--- config.mk ---
export PLATFORM = sky130hd
export DESIGN_NAME = udp_ipv4_ethernet_frame_builder_top
export DESIGN_NICKNAME = d
export VERILOG_FILES = /design/src/design/ufb_pkg.sv /design/src/design/ufb_front.sv /design/src/design/ufb_queue.sv /design/src/design/ufb_back.sv /design/src/design/udp_ipv4_ethernet_frame_builder_top.sv
export SDC_FILE = /design/constraint.sdc
export NUM_CORES = 1
export LEC_CHECK = 0
export BUFFER_PORTS_ARGS = -buffer_cell sky130_fd_sc_hd__buf_2
export CORE_MARGIN = 2
export CORE_UTILIZATION = 30
export CTS_CLUSTER_SIZE = 30
export DETAILED_ROUTE_END_ITERATION = 16
export PLACE_DENSITY_LB_ADDON = 0.15
export SYNTH_ARGS = -nofsm -noshare
export SYNTH_HDL_FRONTEND = slang
export SYNTH_SLANG_ARGS = --single-unit
--- constraint.sdc ---
create_clock -name clk -period 5.12 [get_ports clk]
set_input_delay 0.256 -clock clk [delete_from_list [all_inputs] [get_ports clk]]
set_output_delay 0.256 -clock clk [all_outputs]
set_load 0.01 [all_outputs]
--- src/design/ufb_pkg.sv ---
// Shared types and constants for the UDP/IPv4/Ethernet frame builder.
// No dependencies; imported by every module of the block.
package ufb_pkg;

	localparam logic [10:0] MAX_PAYLOAD = 11'd1400;
	localparam int          LEN_W       = 11;
	localparam logic [5:0]  HDR_BYTES   = 6'd42;
	localparam int          IDX_W       = 6;

	localparam int QDEPTH = 4;
	localparam int QPTR_W = $clog2(QDEPTH);
	localparam int QCNT_W = $clog2(QDEPTH + 1);

	localparam logic [7:0]  BCAST_BYTE   = 8'hFF;
	localparam logic [7:0]  ETYPE_HI     = 8'h08;
	localparam logic [7:0]  IP_VER_IHL   = 8'h45;
	localparam logic [7:0]  IP_TTL       = 8'h40;
	localparam logic [7:0]  IP_PROTO_UDP = 8'h11;
	localparam logic [15:0] IP_TOT_BASE  = 16'd28;
	localparam logic [15:0] UDP_LEN_BASE = 16'd8;
	localparam logic [15:0] CSUM_FIXED   = {IP_VER_IHL, 8'h00} + {IP_TTL, IP_PROTO_UDP};

	localparam logic [15:0] SRC_PORT_RST  = 16'h0000;
	localparam logic [31:0] SOURCE_IP_RST = 32'h0A00020F;

	localparam logic REG_SRC_PORT  = 1'b0;
	localparam logic REG_SOURCE_IP = 1'b1;

	typedef enum logic [2:0] {
		CMD_HDR  = 3'b001,
		CMD_DATA = 3'b010,
		CMD_REJ  = 3'b100
	} cmd_kind_t;

	typedef enum logic [2:0] {
		MODE_IDLE   = 3'b001,
		MODE_ACTIVE = 3'b010,
		MODE_DROP   = 3'b100
	} mode_t;

	typedef struct packed {
		cmd_kind_t        kind;
		logic             last;
		logic [7:0]       data;
		logic [31:0]      dst_ip;
		logic [15:0]      dest_port;
		logic [LEN_W-1:0] len;
	} cmd_t;

endpackage

--- src/design/ufb_front.sv ---
// Input side: accepts items, tracks packet mode and bytes left, issues commands.
// Depends on ufb_pkg.
module ufb_front import ufb_pkg::*; (
	input  logic             clk,
	input  logic             arst_n,
	input  logic             in_valid,
	output logic             in_ready,
	input  logic             first_of_packet,
	input  logic [31:0]      dst_ip,
	input  logic [15:0]      dest_port,
	input  logic [LEN_W-1:0] payload_len,
	input  logic [7:0]       data_byte,
	input  logic             q_full,
	output logic             push,
	output cmd_t             push_cmd
);

	mode_t            mode_q, mode_d;
	logic [LEN_W-1:0] left_q, left_d;
	logic             accept;

	assign in_ready = !q_full;
	assign accept   = in_valid && in_ready;

	always_comb begin
		mode_d             = mode_q;
		left_d             = left_q;
		push               = 1'b0;
		push_cmd.kind      = CMD_DATA;
		push_cmd.last      = 1'b0;
		push_cmd.data      = data_byte;
		push_cmd.dst_ip    = dst_ip;
		push_cmd.dest_port = dest_port;
		push_cmd.len       = payload_len;
		if (accept) begin
			if (first_of_packet) begin
				push = 1'b1;
				if (payload_len == '0 || payload_len > MAX_PAYLOAD) begin
					push_cmd.kind = CMD_REJ;
					push_cmd.last = 1'b1;
					mode_d        = MODE_DROP;
					left_d        = '0;
				end else begin
					push_cmd.kind = CMD_HDR;
					push_cmd.last = (payload_len == LEN_W'(1));
					left_d        = payload_len - LEN_W'(1);
					mode_d        = (payload_len == LEN_W'(1)) ? MODE_IDLE : MODE_ACTIVE;
				end
			end else if (mode_q == MODE_ACTIVE && left_q != '0) begin
				push          = 1'b1;
				push_cmd.last = (left_q == LEN_W'(1));
				left_d        = left_q - LEN_W'(1);
				if (left_q == LEN_W'(1)) begin
					mode_d = MODE_IDLE;
				end
			end
		end
	end

	always_ff @(posedge clk or negedge arst_n) begin
		if (!arst_n) begin
			mode_q <= MODE_IDLE;
			left_q <= '0;
		end else begin
			mode_q <= mode_d;
			left_q <= left_d;
		end
	end

`ifndef SYNTHESIS
	a_idle_empty: assert property (@(posedge clk) disable iff (!arst_n)
		mode_q != MODE_ACTIVE |-> left_q == '0)
		else $error("bytes left outside an active packet");
	a_active_nonzero: assert property (@(posedge clk) disable iff (!arst_n)
		mode_q == MODE_ACTIVE |-> left_q != '0)
		else $error("active packet with no bytes left");
	a_no_push_full: assert property (@(posedge clk) disable iff (!arst_n)
		push |-> !q_full)
		else $error("command issued into a full queue");
`endif

endmodule

--- src/design/ufb_queue.sv ---
// Command queue between the front and back sides, flop storage.
// Depends on ufb_pkg.
module ufb_queue import ufb_pkg::*; (
	input  logic clk,
	input  logic arst_n,
	input  logic push,
	input  cmd_t push_cmd,
	output logic full,
	input  logic pop,
	output logic head_valid,
	output cmd_t head
);

	cmd_t              mem [QDEPTH];
	logic [QPTR_W-1:0] wr_q, rd_q;
	logic [QCNT_W-1:0] cnt_q;
	logic              do_push, do_pop;

	assign full       = (cnt_q == QCNT_W'(QDEPTH));
	assign head_valid = (cnt_q != '0);
	assign head       = mem[rd_q];
	assign do_push    = push && !full;
	assign do_pop     = pop && head_valid;

	always_ff @(posedge clk) begin
		if (do_push) begin
			mem[wr_q] <= push_cmd;
		end
	end

	always_ff @(posedge clk or negedge arst_n) begin
		if (!arst_n) begin
			wr_q  <= '0;
			rd_q  <= '0;
			cnt_q <= '0;
		end else begin
			if (do_push) begin
				wr_q <= wr_q + QPTR_W'(1);
			end
			if (do_pop) begin
				rd_q <= rd_q + QPTR_W'(1);
			end
			case ({do_push, do_pop})
				2'b10:   cnt_q <= cnt_q + QCNT_W'(1);
				2'b01:   cnt_q <= cnt_q - QCNT_W'(1);
				default: cnt_q <= cnt_q;
			endcase
		end
	end

`ifndef SYNTHESIS
	a_cnt_range: assert property (@(posedge clk) disable iff (!arst_n)
		cnt_q <= QCNT_W'(QDEPTH))
		else $error("queue count overflow");
	a_ptr_gap: assert property (@(posedge clk) disable iff (!arst_n)
		(cnt_q != '0 && cnt_q != QCNT_W'(QDEPTH)) |-> wr_q != rd_q)
		else $error("queue pointers disagree with count");
	a_pop_nonempty: assert property (@(posedge clk) disable iff (!arst_n)
		pop |-> head_valid)
		else $error("pop from empty queue");
`endif

endmodule

--- src/design/ufb_back.sv ---
// Output side: expands queued commands into frame bytes, computes the IPv4 checksum.
// Depends on ufb_pkg.
module ufb_back import ufb_pkg::*; (
	input  logic        clk,
	input  logic        arst_n,
	input  logic        head_valid,
	input  cmd_t        head,
	output logic        pop,
	input  logic [15:0] src_port,
	input  logic [31:0] source_ip,
	output logic        out_valid,
	input  logic        out_ready,
	output logic [7:0]  frame_byte,
	output logic        frame_last,
	output logic        rejected
);

	logic [IDX_W-1:0] idx_q;
	logic [18:0]      acc_q;
	logic             out_valid_q, frame_last_q, rejected_q;
	logic [7:0]       frame_byte_q;
	logic             advance;
	logic [15:0]      tot, ulen, csum;
	logic [7:0]       hdr_byte, nxt_byte;
	logic             nxt_last, nxt_rej, cmd_done;

	assign advance = head_valid && (!out_valid_q || out_ready);
	assign tot     = 16'(head.len) + IP_TOT_BASE;
	assign ulen    = 16'(head.len) + UDP_LEN_BASE;
	assign csum    = ~acc_q[15:0];

	always_comb begin
		case (idx_q)
			6'd0, 6'd1, 6'd2, 6'd3, 6'd4, 6'd5: hdr_byte = BCAST_BYTE;
			6'd12:   hdr_byte = ETYPE_HI;
			6'd14:   hdr_byte = IP_VER_IHL;
			6'd16:   hdr_byte = tot[15:8];
			6'd17:   hdr_byte = tot[7:0];
			6'd22:   hdr_byte = IP_TTL;
			6'd23:   hdr_byte = IP_PROTO_UDP;
			6'd24:   hdr_byte = csum[15:8];
			6'd25:   hdr_byte = csum[7:0];
			6'd26:   hdr_byte = source_ip[31:24];
			6'd27:   hdr_byte = source_ip[23:16];
			6'd28:   hdr_byte = source_ip[15:8];
			6'd29:   hdr_byte = source_ip[7:0];
			6'd30:   hdr_byte = head.dst_ip[31:24];
			6'd31:   hdr_byte = head.dst_ip[23:16];
			6'd32:   hdr_byte = head.dst_ip[15:8];
			6'd33:   hdr_byte = head.dst_ip[7:0];
			6'd34:   hdr_byte = src_port[15:8];
			6'd35:   hdr_byte = src_port[7:0];
			6'd36:   hdr_byte = head.dest_port[15:8];
			6'd37:   hdr_byte = head.dest_port[7:0];
			6'd38:   hdr_byte = ulen[15:8];
			6'd39:   hdr_byte = ulen[7:0];
			default: hdr_byte = 8'h00;
		endcase
	end

	always_comb begin
		nxt_byte = head.data;
		nxt_last = head.last;
		nxt_rej  = 1'b0;
		cmd_done = 1'b1;
		case (head.kind)
			CMD_REJ: begin
				nxt_byte = 8'h00;
				nxt_last = 1'b1;
				nxt_rej  = 1'b1;
			end
			CMD_HDR: begin
				if (idx_q != HDR_BYTES) begin
					nxt_byte = hdr_byte;
					nxt_last = 1'b0;
					cmd_done = 1'b0;
				end
			end
			default: begin
				nxt_byte = head.data;
			end
		endcase
	end

	assign pop = advance && cmd_done;

	always_ff @(posedge clk or negedge arst_n) begin
		if (!arst_n) begin
			idx_q       <= '0;
			out_valid_q <= 1'b0;
		end else begin
			if (advance) begin
				out_valid_q <= 1'b1;
				idx_q       <= cmd_done ? '0 : idx_q + IDX_W'(1);
			end else if (out_ready) begin
				out_valid_q <= 1'b0;
			end
		end
	end

	always_ff @(posedge clk) begin
		if (advance) begin
			frame_byte_q <= nxt_byte;
			frame_last_q <= nxt_last;
			rejected_q   <= nxt_rej;
		end
		if (advance && head.kind == CMD_HDR) begin
			case (idx_q)
				6'd0:       acc_q <= 19'(CSUM_FIXED) + 19'(tot);
				6'd1:       acc_q <= acc_q + 19'(source_ip[31:16]);
				6'd2:       acc_q <= acc_q + 19'(source_ip[15:0]);
				6'd3:       acc_q <= acc_q + 19'(head.dst_ip[31:16]);
				6'd4:       acc_q <= acc_q + 19'(head.dst_ip[15:0]);
				6'd5, 6'd6: acc_q <= 19'(acc_q[15:0]) + 19'(acc_q[18:16]);
				default:    acc_q <= acc_q;
			endcase
		end
	end

	assign out_valid  = out_valid_q;
	assign frame_byte = frame_byte_q;
	assign frame_last = frame_last_q;
	assign rejected   = rejected_q;

`ifndef SYNTHESIS
	a_rej_last: assert property (@(posedge clk) disable iff (!arst_n)
		(out_valid && rejected) |-> frame_last)
		else $error("rejection without last flag");
	a_idx_range: assert property (@(posedge clk) disable iff (!arst_n)
		idx_q <= HDR_BYTES)
		else $error("header index out of range");
	a_hdr_head: assert property (@(posedge clk) disable iff (!arst_n)
		idx_q != '0 |-> (head_valid && head.kind == CMD_HDR))
		else $error("header in progress without header command");
	a_csum_folded: assert property (@(posedge clk) disable iff (!arst_n)
		(advance && idx_q == 6'd24) |-> acc_q[18:16] == 3'd0)
		else $error("checksum not folded before use");
`endif

endmodule

--- src/design/udp_ipv4_ethernet_frame_builder_top.sv ---
// Top level of the UDP/IPv4/Ethernet frame builder: config registers and wiring.
// Depends on ufb_pkg, ufb_front, ufb_queue, ufb_back.
//
//  channel  handshake                 payload
//  in       in_valid / in_ready       first_of_packet dst_ip dest_port payload_len data_byte
//  out      out_valid / out_ready     frame_byte frame_last rejected
//  cfg      cfg_we                    cfg_index cfg_data
//
// Payload bytes pass at one per cycle while out_ready is high and no header is draining.
// A first item expands into 43 output bytes; the 4-entry command
// queue then fills and in_ready stays low until the header drains.
// A rejection and each payload byte become a single output byte.
// Reset returns both sides to idle and the registers to their defaults.
module udp_ipv4_ethernet_frame_builder_top import ufb_pkg::*; (
	input  logic             clk,
	input  logic             arst_n,
	input  logic             in_valid,
	output logic             in_ready,
	input  logic             first_of_packet,
	input  logic [31:0]      dst_ip,
	input  logic [15:0]      dest_port,
	input  logic [LEN_W-1:0] payload_len,
	input  logic [7:0]       data_byte,
	output logic             out_valid,
	input  logic             out_ready,
	output logic [7:0]       frame_byte,
	output logic             frame_last,
	output logic             rejected,
	input  logic             cfg_we,
	input  logic             cfg_index,
	input  logic [31:0]      cfg_data
);

	logic [15:0] src_port_q;
	logic [31:0] source_ip_q;
	logic        q_full, push, pop, head_valid;
	cmd_t        push_cmd, head;

	always_ff @(posedge clk or negedge arst_n) begin
		if (!arst_n) begin
			src_port_q  <= SRC_PORT_RST;
			source_ip_q <= SOURCE_IP_RST;
		end else if (cfg_we) begin
			case (cfg_index)
				REG_SRC_PORT:  src_port_q  <= cfg_data[15:0];
				REG_SOURCE_IP: source_ip_q <= cfg_data;
				default:       src_port_q  <= src_port_q;
			endcase
		end
	end

	ufb_front u_front (
		.clk             (clk),
		.arst_n          (arst_n),
		.in_valid        (in_valid),
		.in_ready        (in_ready),
		.first_of_packet (first_of_packet),
		.dst_ip          (dst_ip),
		.dest_port       (dest_port),
		.payload_len     (payload_len),
		.data_byte       (data_byte),
		.q_full          (q_full),
		.push            (push),
		.push_cmd        (push_cmd)
	);

	ufb_queue u_queue (
		.clk        (clk),
		.arst_n     (arst_n),
		.push       (push),
		.push_cmd   (push_cmd),
		.full       (q_full),
		.pop        (pop),
		.head_valid (head_valid),
		.head       (head)
	);

	ufb_back u_back (
		.clk        (clk),
		.arst_n     (arst_n),
		.head_valid (head_valid),
		.head       (head),
		.pop        (pop),
		.src_port   (src_port_q),
		.source_ip  (source_ip_q),
		.out_valid  (out_valid),
		.out_ready  (out_ready),
		.frame_byte (frame_byte),
		.frame_last (frame_last),
		.rejected   (rejected)
	);

endmodule
==> out/qor.yml <==
pwr:
  power_switching_mw: 3.90
  p_int_mw: 7.59
  p_seq_share_pct: 38.9
  p_leak_nw: 7.85
  fin_total_pwr_mw: 11.5
  clockPowerShare_pct: 27.8
  p_sw_share_pct: 33.9
  ir_drop_mv: 0.220
  powerDensity_nw_per_um2: 515
  combPwrFrac_pct: 33.3
sta:
  skew_ps: 33.6
  slew_headroom_pct: 3.65
  fmax_mhz: 213
  fin_crit_ps: 4700
  rsz0062_at_grt: "no"
  post-route-period-util_pct: 91.7
  finalSetupTns_ps: 0
  tightest_slew_ps: 1410
  drv_slew: 0
  setup_viol: 0
  finalHoldViolCount: 0
  setup_ws_ps: 425
  fin_hold_ws_ps: 39.1
setup_path:
  max_stage_delay_ps: 690
  critPathMaxFanout: 13
  crit_chain: "nor4_1 -> and2_1 -> or3_1 -> a31oi_1 -> ha_1 -> fa_1 -> and3_1 -> o311a_1 -> o2111a_1 -> o21ai_0 -> a21boi_0 -> or3_1 -> a31o_2"
  critPathSlowestCell: "nor4_1"
  r2r_start: "u_back.idx_q[5]"
  critPathCaptureType: "flip-flop"
  worstPathRequired_ps: 5430
  worstPathArrival_ps: 5000
  crit_top_cell: "or3_1"
  cp-start-kind: "flip-flop"
  crit_start: "u_back.idx_q[5]"
  crit_family: "simple AND/OR/NAND/NOR gates"
  critPathKind: "reg -> reg"
  critical_path_buf_inv_count: 0
grt:
  antenna_found_initial: 2
  gr-total-overflow: 0
  grt_pass1_wl_um: 80400
  grt_max_degree: 72
  grt_pass1_vias: 12300
  grt_usage_pct: 17.1
place:
  gp_congestion: 0.879
  dpl_cell_area_um2: 19900
  hpwl_um: 37500
  dp_slack_ps: 472
  numPortBuffers: 117
  placed_cells: 2137
yosys:
  ys_warn_count: 0
  synth_nets: 1424
  async_flop_share_pct: 19.5
  synthCells: 1275
  synth_edf_count: 313
  yosysTopAreaCellShare_pct: 51.4
  yosysTopAreaCell: "edfxtp_1"
  ys.flop_type: "edfxtp_1"
  synth_area_leaders: "edfxtp_1 51%, dfrtp_1 9.3%, mux4_2 8.7%"
  synth-seq-area-share_pct: 61.8
  synth_cell_type_count: 78
  ys_seq_elements: 389
  synth_area_um2: 18300
  avgSynthCellArea_um2: 14.3
routing:
  drt_iter0_drc: 1054
  ant_nets: 0
  drc: 0
  wl_per_cell_um: 23.0
  drt-total-wl_um: 53200
  num_vias: 11900
  vias_per_cell: 5.14
  first_pass_iters: 6
cells_and_area:
  final_cells: 2319
  multiInputGateArea_um2: 6560
  fill_cells: 5830
  area_delta_synth_final_pct: 22.0
  regArea_um2: 11300
  final_util_pct: 37.0
  drive_gt1_share_pct: 23.8
  final_nets: 1648
  design_area_um2: 22300
worst_hold_path:
  hp-class: "in -> reg"
  min_from: "payload_len[0]"
cts:
  insertion_delay_ps: 580
  clk_path_buf_depth: 3
  cts_buffers: 45
  cts_tree: "done"
  cts_root_buf: "clkbuf_16"
  clk_pin_slew_ps: 60
  clock_sinks: 389
  ctsResizeCount: 0
  h-tree-depth: 2
job:
  drv_cap: 0
floorplanning:
  die_area_um2: 63000
  die_width_um: 251
  die_h_um: 251
  floorplan.io_pins: 118
  rows: 90
  core_um2: 60400
  initial_utilization_pct: 30.3
run_status:
  status: "finished clean"
## routing by layer
metal	share of wire (%)	vias up	track usage, %
met5	0.021	-	0
met3	5.4	77	2.65
met1	45	6039	23.5
li1	-	5456	-
met2	48	356	28.0
met4	2.4	2	4.69
## worst register-to-register path, delay by kind of cell, from the launching register on
family          cells  cell delay, ps
compound gates      6            1490
fa+ha+maj           2             630
flops               1             480
simple gates        5            1840
## state kept, by name, summed over array words and instances (netlist names)
| name | flops |
|---|---|
| src_port_q | 16 |
| u_back.acc_q | 19 |
| u_queue.wr_q | 2 |
| u_front.mode_q | 3 |
| u_back.frame_byte | 8 |
| u_front.left_q | 11 |
| u_queue.cnt_q | 3 |
| u_queue.rd_q | 2 |
| u_back.frame_last | 1 |
| u_queue.mem | 284 |
| u_back.rejected | 1 |
| source_ip_q | 32 |
| u_back.idx_q | 6 |
| u_back.out_valid | 1 |
## final timing paths
path	to	slack, ps	cells after the start
worst max-delay path	u_back.acc_q[16]	420	13
worst min-delay path	u_queue.mem[0][0]	40	1
worst max register to register	u_back.acc_q[16]	420	13
max in group asynchronous	u_queue.wr_q[0]	3900	3
worst min register to register	u_front.mode_q[2]	480	1
min in group asynchronous	source_ip_q[6]	240	2
## cell usage in the layout (no fill, tap or decap), drive strengths merged, types with 6 or more instances in the layout
cell type / count
a211oi: 6
a21o: 12
a21oi: 32
a22o: 6
a22oi: 40
a31oi: 21
and2: 21
and3: 9
buf: 148
clkbuf: 64
clkinv: 13
dfrtp: 68
dfstp: 8
dlygate4sd3: 97
edfxtp: 313
ha: 40
inv: 31
mux2: 51
mux4: 71
nand2: 88
nand3: 39
nand4: 18
nor2: 67
nor2b: 11
nor3: 21
o2111ai: 6
o211ai: 6
o21a: 7
o21ai: 55
o221ai: 10
o22ai: 7
or3: 10
xnor2: 30
xor2: 28
## power groups by stage
stage	combinational, mW	sequential, mW	clock [mW]
floorplan	2.68	4.33	0
finish	3.82	4.47	3.19
CTS	3.88	4.48	3.29
global placement	3.81	4.54	0
global route	4.19	4.53	3.40
detailed placement	3.81	4.54	0
## synthesized netlist by cell type, types with 5 or more instances
cell type / n
o211ai_1: 6
nor2b_1: 11
or3_1: 9
buf_1: 6
a31oi_1: 21
and3_1: 9
dfrtp_1: 68
o21a_1: 7
o22ai_1: 7
and2_1: 19
a22o_1: 6
mux4_2: 71
a21o_1: 12
clkbuf_1: 38
o2111ai_1: 6
nand3_1: 39
nand4_1: 18
o21ai_0: 47
xnor2_1: 30
xor2_1: 28
buf_4: 5
mux2_2: 50
edfxtp_1: 313
a22oi_1: 40
nand2_1: 87
mux2i_1: 5
inv_1: 31
dfstp_2: 8
a21oi_1: 32
a211oi_1: 6
o221ai_1: 10
nor2_1: 67
ha_1: 40
o21ai_1: 8
buf_2: 14
nor3_1: 21
## repair_timing
action                    CTS  global route
setup buffers               0             0
hold buffers               97             0
hold endpoints to repair  339             0
## cell families after synthesis
kind of cell	share of synthesized area [%]
and+or+nand+nor	8.41
DFF	61.8
buffers and inverters	2.40
xor gates and xnor gates	2.78
AOI/OAI and AO/OA	9.34
adders and majority gates	3.06
muxes	12.2
## cell type report
type	instances	share of cell area, %
tap	782	4.38
sequential	389	50.7
antenna	1	0.0112
clock buffer	64	5.87
inverter	31	0.521
timing repair buffer	245	8.31
multi-input combinational	787	29.4
clock inverter	20	0.796
No activity file was read; power rests on OpenSTA's default activity.
